File: src/rtl/mlsm_pkg.sv
// Shared types and codes for the mutex lock cell.
package mlsm_pkg;

	// Request codes carried by req_type.
	typedef enum logic [1:0] {
		REQ_LOCK    = 2'd0,
		REQ_TRYLOCK = 2'd1,
		REQ_UNLOCK  = 2'd2,
		REQ_CONSIST = 2'd3
	} req_code_t;

	// Status codes returned with every result.
	typedef enum logic [3:0] {
		ST_OK        = 4'd0,
		ST_INVALID   = 4'd1,
		ST_DEADLOCK  = 4'd2,
		ST_BUSY      = 4'd3,
		ST_OWNERDEAD = 4'd4,
		ST_NOTPERM   = 4'd5,
		ST_USAGE     = 4'd6,
		ST_WAIT      = 4'd7,
		ST_UNSUPP    = 4'd8
	} status_t;

	// Mutex type codes; the unassigned code behaves as normal.
	localparam logic [1:0] MTYPE_NORMAL    = 2'd0;
	localparam logic [1:0] MTYPE_ERRCHECK  = 2'd1;
	localparam logic [1:0] MTYPE_RECURSIVE = 2'd2;

	// Configuration register indexes.
	localparam logic [1:0] CFG_MUTEX_TYPE = 2'd0;
	localparam logic [1:0] CFG_ROBUST     = 2'd1;
	localparam logic [1:0] CFG_TRYLOCK    = 2'd2;
	localparam int unsigned CFG_DATA_BITS = 2;

	// Robustness state machine, one-hot.
	typedef enum logic [2:0] {
		RS_NORMAL       = 3'b001,
		RS_INCONSISTENT = 3'b010,
		RS_UNUSABLE     = 3'b100
	} robust_state_t;

	// Configuration seen by the lock cell.
	typedef struct packed {
		logic [1:0] mutex_type;
		logic       robust_mode;
		logic       trylock_enabled;
	} cfg_t;

endpackage

File: src/rtl/mlsm_ifs.sv
// Request and result channel interfaces of the mutex lock cell.
interface mlsm_req_if #(
	parameter int unsigned ID_BITS = 8
);
	logic               valid;
	logic               ready;
	logic [1:0]         req_type;
	logic [ID_BITS-1:0] requester_id;
	logic               owner_alive;
	logic               force_release;

	modport source (output valid, req_type, requester_id, owner_alive, force_release,
		input ready);
	modport sink (input valid, req_type, requester_id, owner_alive, force_release,
		output ready);
endinterface

interface mlsm_rsp_if #(
	parameter int unsigned ID_BITS    = 8,
	parameter int unsigned COUNT_BITS = 16
);
	logic                  valid;
	logic                  ready;
	logic [3:0]            status;
	logic                  held_now;
	logic [ID_BITS-1:0]    owner_now;
	logic [COUNT_BITS-1:0] count_now;

	modport source (output valid, status, held_now, owner_now, count_now, input ready);
	modport sink (input valid, status, held_now, owner_now, count_now, output ready);
endinterface

File: src/rtl/mlsm_cell.sv
// Lock cell: mutex state registers and the per-request decision logic.
module mlsm_cell
	import mlsm_pkg::*;
#(
	parameter int unsigned ID_BITS    = 8,
	parameter int unsigned COUNT_BITS = 16
) (
	input  logic                  clk,
	input  logic                  arst_n,
	input  cfg_t                  cfg,
	input  logic                  fire,
	input  logic [1:0]            req_type,
	input  logic [ID_BITS-1:0]    requester_id,
	input  logic                  owner_alive,
	input  logic                  force_release,
	output status_t               status,
	output logic                  held_now,
	output logic [ID_BITS-1:0]    owner_now,
	output logic [COUNT_BITS-1:0] count_now
);

	logic                  held_q;
	logic [ID_BITS-1:0]    owner_q;
	logic [COUNT_BITS-1:0] count_q;
	robust_state_t         rstate_q;

	logic                  held_d;
	logic [ID_BITS-1:0]    owner_d;
	logic [COUNT_BITS-1:0] count_d;
	robust_state_t         rstate_d;

	logic is_errchk;
	logic is_recur;
	logic is_plain;
	logic is_owner;
	logic do_free;

	assign is_errchk = (cfg.mutex_type == MTYPE_ERRCHECK);
	assign is_recur  = (cfg.mutex_type == MTYPE_RECURSIVE);
	assign is_plain  = !is_errchk && !is_recur && !cfg.robust_mode && !cfg.trylock_enabled;
	assign is_owner  = held_q && (owner_q == requester_id);

	// Decide the status and the next contents of the cell for one request.
	always_comb begin
		held_d   = held_q;
		owner_d  = owner_q;
		count_d  = count_q;
		rstate_d = rstate_q;
		status   = ST_OK;
		do_free  = 1'b0;
		unique case (req_code_t'(req_type))
			REQ_LOCK, REQ_TRYLOCK: begin
				if (req_type == REQ_TRYLOCK && is_plain) begin
					status = ST_UNSUPP;
				end else if (cfg.robust_mode && rstate_q == RS_UNUSABLE) begin
					status = ST_INVALID;
				end else if (!held_q) begin
					held_d  = 1'b1;
					owner_d = requester_id;
					count_d = COUNT_BITS'(1);
				end else if (owner_q == requester_id) begin
					if (is_errchk) begin
						status = ST_DEADLOCK;
					end else if (is_recur) begin
						// Saturated count refuses the relock.
						if (&count_q) begin
							status = ST_BUSY;
						end else begin
							count_d = count_q + COUNT_BITS'(1);
						end
					end else begin
						status = ST_USAGE;
					end
				end else if (cfg.robust_mode && !owner_alive) begin
					// Take over a dead owner's lock.
					rstate_d = RS_INCONSISTENT;
					owner_d  = requester_id;
					count_d  = COUNT_BITS'(1);
					status   = ST_OWNERDEAD;
				end else begin
					status = (req_type == REQ_LOCK) ? ST_WAIT : ST_BUSY;
				end
			end
			REQ_UNLOCK: begin
				if (!is_owner) begin
					status = is_errchk ? ST_NOTPERM : ST_USAGE;
				end else begin
					if (is_recur) begin
						count_d = count_q - COUNT_BITS'(1);
						do_free = (count_q == COUNT_BITS'(1)) || force_release;
					end else begin
						do_free = 1'b1;
					end
					if (do_free) begin
						if (cfg.robust_mode && rstate_q == RS_INCONSISTENT) begin
							rstate_d = RS_UNUSABLE;
						end
						held_d  = 1'b0;
						owner_d = '0;
						count_d = '0;
					end
				end
			end
			REQ_CONSIST: begin
				if (!cfg.robust_mode || !is_owner || rstate_q != RS_INCONSISTENT) begin
					status = ST_INVALID;
				end else begin
					rstate_d = RS_NORMAL;
				end
			end
			default: begin
				status = ST_INVALID;
			end
		endcase
	end

	assign held_now  = held_d;
	assign owner_now = owner_d;
	assign count_now = count_d;

	// State registers change only when a request is processed.
	always_ff @(posedge clk or negedge arst_n) begin
		if (!arst_n) begin
			held_q   <= 1'b0;
			owner_q  <= '0;
			count_q  <= '0;
			rstate_q <= RS_NORMAL;
		end else if (fire) begin
			held_q   <= held_d;
			owner_q  <= owner_d;
			count_q  <= count_d;
			rstate_q <= rstate_d;
		end
	end

	// A free mutex has no owner and no count.
	a_free_clear: assert property (@(posedge clk) disable iff (!arst_n)
		!held_q |-> (owner_q == '0 && count_q == '0))
		else $error("free mutex keeps owner or count");

	// A held mutex always has a nonzero count.
	a_held_count: assert property (@(posedge clk) disable iff (!arst_n)
		held_q |-> count_q != '0)
		else $error("held mutex with zero count");

	// A deadlock, wait or not-permitted refusal leaves ownership untouched.
	a_refused_stable: assert property (@(posedge clk) disable iff (!arst_n)
		fire && (status == ST_DEADLOCK || status == ST_WAIT || status == ST_NOTPERM)
		|=> $stable(held_q) && $stable(owner_q) && $stable(count_q))
		else $error("refused request changed the lock");

endmodule

File: src/rtl/mutex_lock_state_machine_core.sv
// Top level of the mutex lock cell: channels, configuration and pipeline registers.
//
// One POSIX-style mutex. Requests (lock, trylock, unlock, mark consistent)
// arrive on the req channel with a requester id, the owner's liveness and a
// force-release flag; every request returns exactly one item on the rsp
// channel with a status and the held flag, owner and recursion count left
// after the request.
// Both channels use valid/ready; an item moves when both are high.
// An accepted request passes from the request register through the decision
// logic into the result register. Throughput is one request per cycle while
// the receiver does not stall; the lock state is read, decided and written
// back as each request leaves the request register.
// If the receiver stalls, the result holds in its register and one more
// request waits in the request register; req.ready then drops.
// Configuration (mutex type, robustness, trylock support) is written through
// cfg_wr_en/cfg_index/cfg_wdata; the user must write it only while no request
// is in flight, which the block does not enforce. Reset clears the lock (free,
// owner 0, count 0, robust state normal), all configuration and every pending item.
module mutex_lock_state_machine_core
	import mlsm_pkg::*;
#(
	parameter int unsigned ID_BITS    = 8,
	parameter int unsigned COUNT_BITS = 16
) (
	input  logic                     clk,
	input  logic                     arst_n,
	mlsm_req_if.sink                 req,
	mlsm_rsp_if.source               rsp,
	input  logic                     cfg_wr_en,
	input  logic [1:0]               cfg_index,
	input  logic [CFG_DATA_BITS-1:0] cfg_wdata
);

	cfg_t cfg_q;

	logic               vld_s1;
	logic [1:0]         req_type_s1;
	logic [ID_BITS-1:0] id_s1;
	logic               alive_s1;
	logic               force_s1;

	logic                  out_vld_q;
	status_t               status_q;
	logic                  held_q;
	logic [ID_BITS-1:0]    owner_q;
	logic [COUNT_BITS-1:0] count_q;

	status_t               status_c;
	logic                  held_c;
	logic [ID_BITS-1:0]    owner_c;
	logic [COUNT_BITS-1:0] count_c;

	logic advance;

	// Stage 1 moves on whenever the result register is free or draining.
	assign advance   = vld_s1 && (!out_vld_q || rsp.ready);
	assign req.ready = !vld_s1 || advance;

	// Configuration registers.
	always_ff @(posedge clk or negedge arst_n) begin
		if (!arst_n) begin
			cfg_q <= '0;
		end else if (cfg_wr_en) begin
			unique case (cfg_index)
				CFG_MUTEX_TYPE: cfg_q.mutex_type      <= cfg_wdata[1:0];
				CFG_ROBUST:     cfg_q.robust_mode     <= cfg_wdata[0];
				CFG_TRYLOCK:    cfg_q.trylock_enabled <= cfg_wdata[0];
				default: begin
				end
			endcase
		end
	end

	// Request register.
	always_ff @(posedge clk or negedge arst_n) begin
		if (!arst_n) begin
			vld_s1 <= 1'b0;
		end else if (req.ready) begin
			vld_s1 <= req.valid;
		end
	end

	always_ff @(posedge clk) begin
		if (req.valid && req.ready) begin
			req_type_s1 <= req.req_type;
			id_s1       <= req.requester_id;
			alive_s1    <= req.owner_alive;
			force_s1    <= req.force_release;
		end
	end

	mlsm_cell #(
		.ID_BITS    (ID_BITS),
		.COUNT_BITS (COUNT_BITS)
	) u_cell (
		.clk           (clk),
		.arst_n        (arst_n),
		.cfg           (cfg_q),
		.fire          (advance),
		.req_type      (req_type_s1),
		.requester_id  (id_s1),
		.owner_alive   (alive_s1),
		.force_release (force_s1),
		.status        (status_c),
		.held_now      (held_c),
		.owner_now     (owner_c),
		.count_now     (count_c)
	);

	// Result register.
	always_ff @(posedge clk or negedge arst_n) begin
		if (!arst_n) begin
			out_vld_q <= 1'b0;
		end else if (advance) begin
			out_vld_q <= 1'b1;
		end else if (rsp.ready) begin
			out_vld_q <= 1'b0;
		end
	end

	always_ff @(posedge clk) begin
		if (advance) begin
			status_q <= status_c;
			held_q   <= held_c;
			owner_q  <= owner_c;
			count_q  <= count_c;
		end
	end

	assign rsp.valid     = out_vld_q;
	assign rsp.status    = status_q;
	assign rsp.held_now  = held_q;
	assign rsp.owner_now = owner_q;
	assign rsp.count_now = count_q;

endmodule
File: src/flat_wrapper.sv
// flat-port wrapper written by rule: the top's interface ports become plain ports
module mutex_lock_state_machine_core_flat import mlsm_pkg::*;
#(
	parameter int unsigned ID_BITS    = 8,
	parameter int unsigned COUNT_BITS = 16
)
  (clk, arst_n, cfg_wr_en, cfg_index, cfg_wdata, req_valid, req_req_type, req_requester_id, req_owner_alive, req_force_release, req_ready, rsp_valid, rsp_status, rsp_held_now, rsp_owner_now, rsp_count_now, rsp_ready);
  mlsm_req_if #(.ID_BITS(ID_BITS)) req_i ();
  mlsm_rsp_if #(.ID_BITS(ID_BITS), .COUNT_BITS(COUNT_BITS)) rsp_i ();
  input  logic clk;
  input  logic arst_n;
  input  logic cfg_wr_en;
  input  logic [1:0] cfg_index;
  input  logic [CFG_DATA_BITS-1:0] cfg_wdata;
  input wire logic [$bits(req_i.valid)-1:0] req_valid;
  input wire logic [$bits(req_i.req_type)-1:0] req_req_type;
  input wire logic [$bits(req_i.requester_id)-1:0] req_requester_id;
  input wire logic [$bits(req_i.owner_alive)-1:0] req_owner_alive;
  input wire logic [$bits(req_i.force_release)-1:0] req_force_release;
  output wire logic [$bits(req_i.ready)-1:0] req_ready;
  output wire logic [$bits(rsp_i.valid)-1:0] rsp_valid;
  output wire logic [$bits(rsp_i.status)-1:0] rsp_status;
  output wire logic [$bits(rsp_i.held_now)-1:0] rsp_held_now;
  output wire logic [$bits(rsp_i.owner_now)-1:0] rsp_owner_now;
  output wire logic [$bits(rsp_i.count_now)-1:0] rsp_count_now;
  input wire logic [$bits(rsp_i.ready)-1:0] rsp_ready;
  assign req_i.valid = req_valid;
  assign req_i.req_type = req_req_type;
  assign req_i.requester_id = req_requester_id;
  assign req_i.owner_alive = req_owner_alive;
  assign req_i.force_release = req_force_release;
  assign req_ready = req_i.ready;
  assign rsp_valid = rsp_i.valid;
  assign rsp_status = rsp_i.status;
  assign rsp_held_now = rsp_i.held_now;
  assign rsp_owner_now = rsp_i.owner_now;
  assign rsp_count_now = rsp_i.count_now;
  assign rsp_i.ready = rsp_ready;
  mutex_lock_state_machine_core #(.ID_BITS(ID_BITS), .COUNT_BITS(COUNT_BITS)) u_core (.clk(clk), .arst_n(arst_n), .req(req_i), .rsp(rsp_i), .cfg_wr_en(cfg_wr_en), .cfg_index(cfg_index), .cfg_wdata(cfg_wdata));
endmodule
File: config.mk
export PLATFORM = sky130hd
export DESIGN_NAME = mutex_lock_state_machine_core_flat
export DESIGN_NICKNAME = d
export VERILOG_FILES = /design/src/rtl/mlsm_pkg.sv /design/src/rtl/mlsm_ifs.sv /design/src/rtl/mlsm_cell.sv /design/src/rtl/mutex_lock_state_machine_core.sv /design/src/flat_wrapper.sv
export SDC_FILE = /design/constraint.sdc
export NUM_CORES = 1
export LEC_CHECK = 0
export CAP_MARGIN = 15
export CORE_UTILIZATION = 50
export CTS_CLUSTER_SIZE = 40
export DETAILED_ROUTE_END_ITERATION = 10
export DONT_BUFFER_PORTS = 1
export SLEW_MARGIN = 10
export SYNTH_ARGS = -nofsm -noshare
export SYNTH_HDL_FRONTEND = slang
export SYNTH_HIERARCHICAL = 1
export SYNTH_SLANG_ARGS = --single-unit
File: constraint.sdc
create_clock -name clk -period 3.9 [get_ports clk]
set_input_delay 0.78 -clock clk [delete_from_list [all_inputs] [get_ports clk]]
set_output_delay 0.78 -clock clk [all_outputs]
set_load 0.1 [all_outputs]
==> run metrics, run 1 <==
status=completed; internal power=1.61 mW; Slew headroom=0.239; met3 usage=0.0708; sequential area share after synthesis=0.463; FP Rows=34; Die Y-Extent=96.8 um; Fillers=770; postcts setup bufs=0; Arr. time, crit path=around 3300 ps; Maximum Capacitance Violations=0; crit path capture type=flip-flop; # setup viols final=0; unrepaired setup endpoints after global routing=false; die span in x=96.8 um; Worst R2R Setup Slack=roughly 860 ps; Setup Crit Path Kind=reg2reg; synth cell count leaders=nand2_1, edfxtp_1, nor2_1, dfrtp_1, o21ai_0; number of buffers added on ports=0; Worst-Margin Slew=1130 ps; via count=3948; GRT Util Overall=0.300; met2 usage=0.451; Routed Antenna Nets=0; Main synth FF type=edfxtp_1; Clock Path Buffers=2; synthesis-to-layout area growth=6.51%; antenna violations before repair=0; setup TNS=0 ps; Boundary Pins=between 50 and 60; Pre-antenna DRT Iters=5; worst-case vdd ir drop=282 uV; RR Startpoint=u_core/id_s1[4]$_DFFE_PP_; Max Transition Viols Final=0; slowest stage delay, CP=680 ps; Synth Register Bits=75; Worst Path Buf+Inv=0; die area=9380 sq um; n_diodes=0; critical path startpoint=u_core/id_s1[4]$_DFFE_PP_; part of the power in the clock network=0.214; global route hottest layer=met2; non-filler instance count after layout=569; share of layout cells above drive strength 1=0.0954; count leader, synth=nand2_1; Gate Count Post-Synth=~460; Synth area leader=edfxtp_1; TritonCTS clock tree=built; later-pin clock latency in the skew report=360 ps; PD cells=between 600 and 700 nW/um^2; Inst Count DP=553; total power draw=about 2.9 mW; # clock sinks=75; Worst Path Required=4190 ps; Final nets=482; total routed wirelength=13700 um; Final GP Congestion=~1.0; final hold vios=0; Worst path slowest cell=o21ai_1; yosys warns=6; worst r2r dst=u_core/u_cell/owner_q[1]$_DFFE_PN0P_; Syn Nets=a little under 500; post-synthesis async set-or-reset flop share=0.453; Post-CTS Resized=0; Remaining DRCs=0; sw power=1.27 mW; clock skew=14.2 ps; Tmin final=between 3000 and 4000 ps; Net Sw Frac=0.442; met1 GRT Util=0.414; GR Overflow Total=0; final core utilization=0.549; Hold Buf Count CTS=0; synth top area cells=edfxtp_1, dfrtp_1, nand2_1, a22o_1, nor2_1; Via density=6.94; Final Cycle Share=0.780; worst-path fanout max=9; DRT iter0 DRCs=410; top cell type's share of synthesized area=0.274; Startpoint Class=flip-flop; syn avg cell area=roughly 10 sq um; root buffer cell=clkbuf_8; worst min path class=in2async; Initial Utilization=0.516; sequential power share=0.532; crit-path cells=xnor2_1 > nand4_1 > o21ai_1 > nand2_1 > a32oi_4 > nand2b_1 > a22o_1; Leak=1.76 nW; CORE AREA=slightly below 9000 sq um; Final HPWL DP=9690 um; area of the multi-input gates=2260 sq um; Cell Area, Synth=4500 sq um; Cell variety after synth=74; global-route wire length before repair=21300 um; EDFF count, synth=41; DR WL/cell=24.1 um; sequential cell area=2080 sq um; H-tree levels=3; clock slew at reported path FFs=90 ps; fmax=329 MHz; vias in the first global route=3710; Num CTS Buffers=9; CP delay by family, top=compound AO/OA/AOI/OAI gates; largest net degree at the start of global routing=35; Combinational Power Share=0.255; worst r2r path cells=7
==> layout make-up <==
class,instances,area share
Multi-Input combinational cell,350,0.473
Sequential cell,75,0.435
Tap cell,108,0.0282
Clock buffer,10,0.0266
Clock inverter,6,0.0149
Timing Repair Buffer,9,0.0141
Inverter,11,0.00862
==> cell usage in the layout, fill, tap and decap left out, drive strengths merged, types with 7 or more instances in the layout <==
master / n
a21oi: 24
a22o: 17
a31oi: 8
and3: 13
buf: 9
clkbuf: 10
dfrtp: 33
edfxtp: 41
inv: 12
mux2: 7
nand2: 42
nand2b: 10
nand3: 21
nand4: 12
nor2: 35
nor3: 17
o21ai: 31
o31ai: 10
xnor2: 10
==> power groups by stage <==
stage	clock (mW)	combinational (mW)	sequential (mW)
after global placement	0	0.711	1.54
final	0.615	0.734	1.53
after detailed placement	0	0.708	1.54
after floorplan	0	0.585	1.46
after global routing	0.671	0.786	1.56
after CTS	0.636	0.715	1.53
==> through the flow <==
| stage | setup WS [ps] | instance area [sq um] | hold slack (ps) |
|---|---|---|---|
| after floorplan | 981 | 4500 | 449 |
| after global placement | 959 | 4590 | 470 |
| after detailed placement | 931 | 4590 | 478 |
| after CTS | 908 | 4790 | 86.8 |
| after global routing | 709 | 4790 | 74.0 |
| final | 859 | 4790 | 101 |
==> worst max-delay path by stage <==
stage                                            end  slack [ps]  depth (start not counted)
2_1_floorplan  u_core/u_cell/rstate_q[2]$_DFFE_PN0P_         980                          7
3_3_place_gp      u_core/rsp.count_now[10]$_DFFE_PP_         960                          7
3_5_place_dp      u_core/rsp.count_now[10]$_DFFE_PP_         930                          7
4_1_cts           u_core/rsp.count_now[10]$_DFFE_PP_         910                          7
5_1_grt         u_core/u_cell/owner_q[1]$_DFFE_PN0P_         710                          7
6_report        u_core/u_cell/owner_q[1]$_DFFE_PN0P_         860                          7
==> sequential cells by signal, indices dropped and copies added (netlist names) <==
register,count
u_core/req_type_s1,2
u_core/rsp.count_now,16
u_core/rsp.valid,1
u_core/force_s1,1
u_core/rsp.owner_now,8
u_core/cfg_q,4
u_core/u_cell/held_q,1
u_core/alive_s1,1
u_core/u_cell/rstate_q,3
u_core/rsp.status,4
u_core/u_cell/owner_q,8
u_core/id_s1,8
u_core/rsp.held_now,1
u_core/vld_s1,1
u_core/u_cell/count_q,16
==> cells by family (layout without fill, tap and decap cells) <==
logic type | after synthesis | after routing | synth area share
simple gates | 189 | 189 | 0.227
compound gates | 135 | 135 | 0.216
flops | 75 | 75 | 0.463
buf+inv | 38 | 36 | 0.0337
xor+xnor | 11 | 11 | 0.0214
mux | 10 | 10 | 0.0242
fa+ha+maj | 5 | 5 | 0.0139
==> routing by layer <==
metal | up-vias | share of wire
li1 | 1768 | -
met1 | 1890 | 0.43
met2 | 254 | 0.44
met3 | 36 | 0.094
met4 | 0 | 0.029
met5 | - | 0
No activity file was read; power rests on OpenSTA's default activity.
==> run 2: changes to the inputs <==
Settings changed: PLACE_DENSITY from default to 0.68.
Clock period 3.9 ns to 2.73 ns, I/O delays scaled along.
==> run 2 against run 1 <==
Against the previous run:
- clock power is 42% higher
- first-iteration DRC count unchanged
- core utilization up 4.8 points
- critical endpoint is now u_core/rsp.count_now[4]$_DFFE_PP_
- global-route usage is 1.7 points higher
- worst hold slack worse by 81 ps
- largest power group unchanged
- setup slack got worse by 750 ps
==> run metrics, run 2 (synthesis results as in run 1) <==
number of buffers added on ports=0 (unchanged); share of layout cells above drive strength 1=0.195 (+0.0991); DRT iter0 DRCs=410 (unchanged); Worst Path Buf+Inv=0 (unchanged); Worst path slowest cell=or4b_1; Leak=2.04 nW (+15%); # setup viols final=0 (unchanged); Worst-Margin Slew=937 ps (-195 ps); Arr. time, crit path=2730 ps (-600 ps); worst-path fanout max=5 (-4); Setup Crit Path Kind=reg2reg; Tmin final=2630 ps (-415 ps); die span in x=96.8 um (unchanged); crit path capture type=flip-flop; Worst Path Required=2830 ps (-1360 ps); setup TNS=0 ps (unchanged); Final Cycle Share=0.962 (+0.182); Startpoint Class=flip-flop; root buffer cell=clkbuf_8; worst r2r dst=u_core/rsp.count_now[4]$_DFFE_PP_; PD cells=821 nW/um^2 (+36%); crit-path cells=xnor2_1 > nand4_1 > nor3_4 > nand2_1 > or4b_1 > a311oi_2 > nand2_1; Pre-antenna DRT Iters=5 (unchanged); Die Y-Extent=96.8 um (unchanged); clock skew=10.9 ps (-3.23 ps); synthesis-to-layout area growth=15.8%; later-pin clock latency in the skew report=350 ps (about the same); TritonCTS clock tree=built; sequential power share=0.497 (-0.035); DR WL/cell=23.2 um (-3.9%); H-tree levels=3 (unchanged); FP Rows=34 (unchanged); total power draw=4.27 mW (+48%); fmax=381 MHz (+16%); final hold vios=0 (unchanged); total routed wirelength=14400 um (+5.0%); status=completed; commonest cells after routing, fill and taps aside=buf_4, nand2_1, edfxtp_1; antenna violations before repair=0 (unchanged); via count=4162 (+5.4%); worst-case vdd ir drop=395 uV (+40%); GR Overflow Total=0 (unchanged); Boundary Pins=52 (unchanged); Num CTS Buffers=9 (unchanged); commonest non-fill, non-tap cell in the layout=buf_4; Final nets=535 (+11%); Worst R2R Setup Slack=100 ps (-750 ps); global-route wire length before repair=22700 um (+6.9%); Via density=6.69 (-3.6%); slowest stage delay, CP=540 ps (-140 ps); Fillers=764 (-0.78%); clock slew at reported path FFs=90 ps (about the same); die area=9380 sq um (unchanged); part of the power in the clock network=0.204 (-0.010); critical path startpoint=u_core/id_s1[5]$_DFFE_PP_; Max Transition Viols Final=0 (unchanged); Combinational Power Share=0.299 (+0.044); RR Startpoint=u_core/id_s1[5]$_DFFE_PP_; most frequent CP cell=nand2_1; Remaining DRCs=0 (unchanged); Clock Path Buffers=2 (unchanged); worst min path class=in2async; n_diodes=0 (unchanged); largest net degree at the start of global routing=34 (-2.9%); Initial Utilization=0.516 (unchanged); vias in the first global route=3926 (+5.8%); Maximum Capacitance Violations=0 (unchanged); Net Sw Frac=0.438 (-0.00355); # clock sinks=75 (unchanged); Slew headroom=0.377 (+0.137); unrepaired setup endpoints after global routing=false; CP delay by family, top=simple AND/OR/NAND/NOR gates; Routed Antenna Nets=0 (unchanged); Final HPWL DP=10700 um (+11%); sw power=1.87 mW (+47%); internal power=2.40 mW (+49%); worst r2r path cells=7 (unchanged); GRT Util Overall=0.317 (+0.0172); CORE AREA=8720 sq um (unchanged); Final GP Congestion=0.983 (-2.1%)
run 2: area by class of cell:
class	count	area (sq um)	area share
Multi-Input combinational cell	350	2270	0.437
Tap cell	108	135	0.0260
Inverter	11	41.3	0.00793
Clock buffer	10	128	0.0245
Timing Repair Buffer	62	478	0.0918
Clock inverter	6	65.1	0.0125
Sequential cell	75	2080	0.400
run 2: timing repair:
action / in CTS / in global routing
endpoints found under the hold margin: 33 / 0
hold buffers: 1 / 0
gates resized for setup: 0 / 2
setup endpoints to repair: 0 / 3
buffers inserted: 0 / 0
run 2: power groups by stage:
stage	logic (mW)	registers (mW)	clock network, mW
3_3_place_gp	1.22	2.13	0
3_5_place_dp	1.22	2.14	0
2_1_floorplan	0.836	2.08	0
5_1_grt	1.37	2.15	0.930
4_1_cts	1.24	2.12	0.890
6_report	1.28	2.12	0.873
run 2: how the worst max path moves through the flow:
stage	end	slack, ps	depth (start not counted)
after floorplan	u_core/rsp.count_now[8]$_DFFE_PP_	230	8
after global placement	u_core/rsp.count_now[8]$_DFFE_PP_	190	7
after detailed placement	u_core/u_cell/owner_q[0]$_DFFE_PN0P_	200	7
after CTS	u_core/u_cell/owner_q[0]$_DFFE_PN0P_	150	7
after global routing	u_core/rsp.count_now[6]$_DFFE_PP_	20	9
final	u_core/rsp.count_now[4]$_DFFE_PP_	100	7
run 2: stage by stage:
stage,setup slack (ps),instance area (sq um),hold WS [ps],cells,util
global route,24.2,5210,5.90,622,0.597
finish,104,5210,20.6,622,0.597
CTS,151,5190,15.4,622,0.596
floorplan,226,4500,250,463,-
detailed placement,196,4980,251,605,0.571
global placement,189,4980,251,605,0.571
run 2: layer usage:
layer	track usage	up-vias	routed length, um
met2	0.465	274	6330
met4	0.126	0	484
met1	0.453	1973	6240
met3	0.0723	35	1370
met5	0	-	0
li1	-	1880	-
==> run 3: changes to the inputs <==
Settings changed: CORE_ASPECT_RATIO from default to 0.8.
==> run 3 against run 2 <==
Against the previous run:
- count of clock-buffer cells in the layout rose by 1
- routed wire length is 0.82% higher
- clock power rose by 13%
- sequential share of layout area up 0.077 points
- via count up 0.48%
- sequential power about the same
- first-iteration DRC count rose by 9.8%
- cell area barely moved
- core utilization is 0.83 points higher
- final cell count fell by 0.64%
- largest cell class unchanged
- largest power group unchanged
==> run metrics, run 3 (synthesis results as in run 1) <==
worst-path fanout max=6 (+1); part of the power in the clock network=0.224 (+0.020); Leak=2.01 nW (-1.4%); Max Transition Viols Final=0 (unchanged); hold_ws=17.4 ps (-3.14 ps); TritonCTS clock tree=built; via count=4182 (+0.48%); PD cells=844 nW/um^2 (+2.9%); Inst Count DP=598 (-1.2%); Via density=6.77 (+1.1%); Final GP Congestion=0.995 (+1.3%); final hold vios=0 (unchanged); die area=9380 sq um (about the same); worst-case vdd ir drop=645 uV (+63%); internal power=2.51 mW (+4.7%); sw power=1.88 mW (+0.48%); largest net degree at the start of global routing=34 (unchanged); Die Y-Extent=86.8 um (-10%); non-filler instance count after layout=618 (-0.64%); Pre-antenna DRT Iters=5 (unchanged); Boundary Pins=52 (unchanged); Initial Utilization=0.523 (+0.00751); antenna violations before repair=0 (unchanged); worst slack at placement=-43.8 ps (-240 ps); clock slew at reported path FFs=80 ps (about the same); GRT Util Overall=0.331 (+0.0137); Routed Antenna Nets=0 (unchanged); worst min path class=in2async; Clock Path Buffers=2 (unchanged); Final Cycle Share=0.967 (+0.00480); synthesis-to-layout area growth=15.7% (about the same); number of buffers added on ports=0 (unchanged); Worst Path Required=2850 ps (+20 ps); Setup Crit Path Kind=reg2reg; FP Rows=30 (-12%); share of layout cells above drive strength 1=0.190 (-0.00483); die span in x=108 um (+12%); unrepaired setup endpoints after global routing=false; setup ws final=91.3 ps (-13.1 ps); GR Overflow Total=0 (unchanged); later-pin clock latency in the skew report=360 ps (about the same); Final nets=527 (-1.5%); n_diodes=0 (unchanged); Net Sw Frac=0.428 (-0.0101); root buffer cell=clkbuf_8; crit path capture type=flip-flop; Remaining DRCs=0 (unchanged); Slew headroom=0.289 (-0.0877); CORE AREA=8600 sq um (-1.4%); status=completed; Num CTS Buffers=9 (unchanged); commonest non-fill, non-tap cell in the layout=buf_4; vias in the first global route=3932 (+0.15%); clock skew=8.77 ps (-2.15 ps); commonest cells after routing, fill and taps aside=buf_4, nand2_1, edfxtp_1; Final HPWL DP=10700 um (-0.13%); H-tree levels=3 (unchanged); Worst-Margin Slew=1060 ps (+121 ps); DR WL/cell=23.5 um (+1.5%); fmax=379 MHz (-0.50%); setup TNS=0 ps (unchanged); Startpoint Class=flip-flop; DRT iter0 DRCs=450 (+9.8%); Maximum Capacitance Violations=0 (unchanged); Arr. time, crit path=2760 ps (+30 ps); Tmin final=2640 ps (+13.1 ps); # setup viols final=0 (unchanged); global-route wire length before repair=22600 um (-0.76%); sequential power share=0.485 (-0.012); # clock sinks=75 (unchanged); total routed wirelength=14500 um (+0.82%); Combinational Power Share=0.291 (-0.008)
run 3: changes by cell type in the layout (fill, tap and decap cells not counted), sizes merged:
cell / delta
inv: -1
clkinv: -1
clkbuf: +1
dlygate4sd3: +1
bufinv: +1
buf: -9
run 3: path summary, 6_finish.rpt:
| kind | slack (ps) | end | cells past startpoint | from |
|---|---|---|---|---|
| setup / recovery | 90 | u_core/rsp.count_now[5]$_DFFE_PP_ | 8 | u_core/u_cell/count_q[7]$_DFFE_PN0P_ |
| hold / removal | 20 | u_core/u_cell/held_q$_DFFE_PN0P_ | 1 | arst_n |
| setup reg to reg | 90 | u_core/rsp.count_now[5]$_DFFE_PP_ | 8 | u_core/u_cell/count_q[7]$_DFFE_PN0P_ |
| hold reg to reg | 510 | u_core/rsp.valid$_DFFE_PN0P_ | 1 | u_core/vld_s1$_DFFE_PN0P_ |
| max in group asynchronous | 2140 | u_core/u_cell/rstate_q[0]$_DFFE_PN1P_ | 1 | arst_n |
| min in group clk | 280 | u_core/id_s1[6]$_DFFE_PP_ | 0 | req_requester_id[6] |
run 3: worst max-delay path: stages, from the launching register on:
cell	delay, ps
dfrtp_1	380
or3_4	430
or4_4	520
o21a_1	250
o21ai_2	290
a21oi_1	80
o22ai_1	130
o21ai_0	160
buf_4	170
run 3: final cells by class:
cell class	count	area, sq um
Clock buffer	11	141
Clock inverter	5	85.1
Inverter	11	41.3
Fill cell	742	3390
Multi-Input combinational cell	350	2290
Timing Repair Buffer	54	420
Sequential cell	75	2090
Tap cell	112	140
run 3: timing repair:
| item | CTS | global route |
|---|---|---|
| hold buffers | 1 | 1 |
| gates resized for setup | 1 | 7 |
| pin swaps | 0 | 2 |
| endpoints found under the hold margin | 33 | 1 |
| gates cloned | 0 | 0 |
| buffers inserted | 0 | 2 |
| endpoints found under the setup margin | 4 | 29 |
run 3: power groups by stage:
stage	clock network, mW	logic, mW	registers (mW)
floorplan	0	0.836	2.08
global placement	0	1.19	2.13
detailed placement	0	1.20	2.14
CTS	0.995	1.22	2.12
global route	1.04	1.37	2.16
finish	0.983	1.28	2.13
run 3: layer usage:
| metal | GRT usage | vias up | part of all wire |
|---|---|---|---|
| li1 | - | 1852 | - |
| met1 | 0.486 | 2010 | 0.44 |
| met2 | 0.473 | 289 | 0.43 |
| met3 | 0.0857 | 31 | 0.11 |
| met4 | 0.105 | 0 | 0.022 |
| met5 | 0 | - | 0 |
run 3: through the flow:
stage	utilization	total power [mW]	cell area [sq um]
floorplan	-	2.92	4500
global placement	0.571	3.32	4900
detailed placement	0.571	3.35	4900
CTS	0.600	4.34	5160
global route	0.605	4.57	5200
finish	0.605	4.39	5200
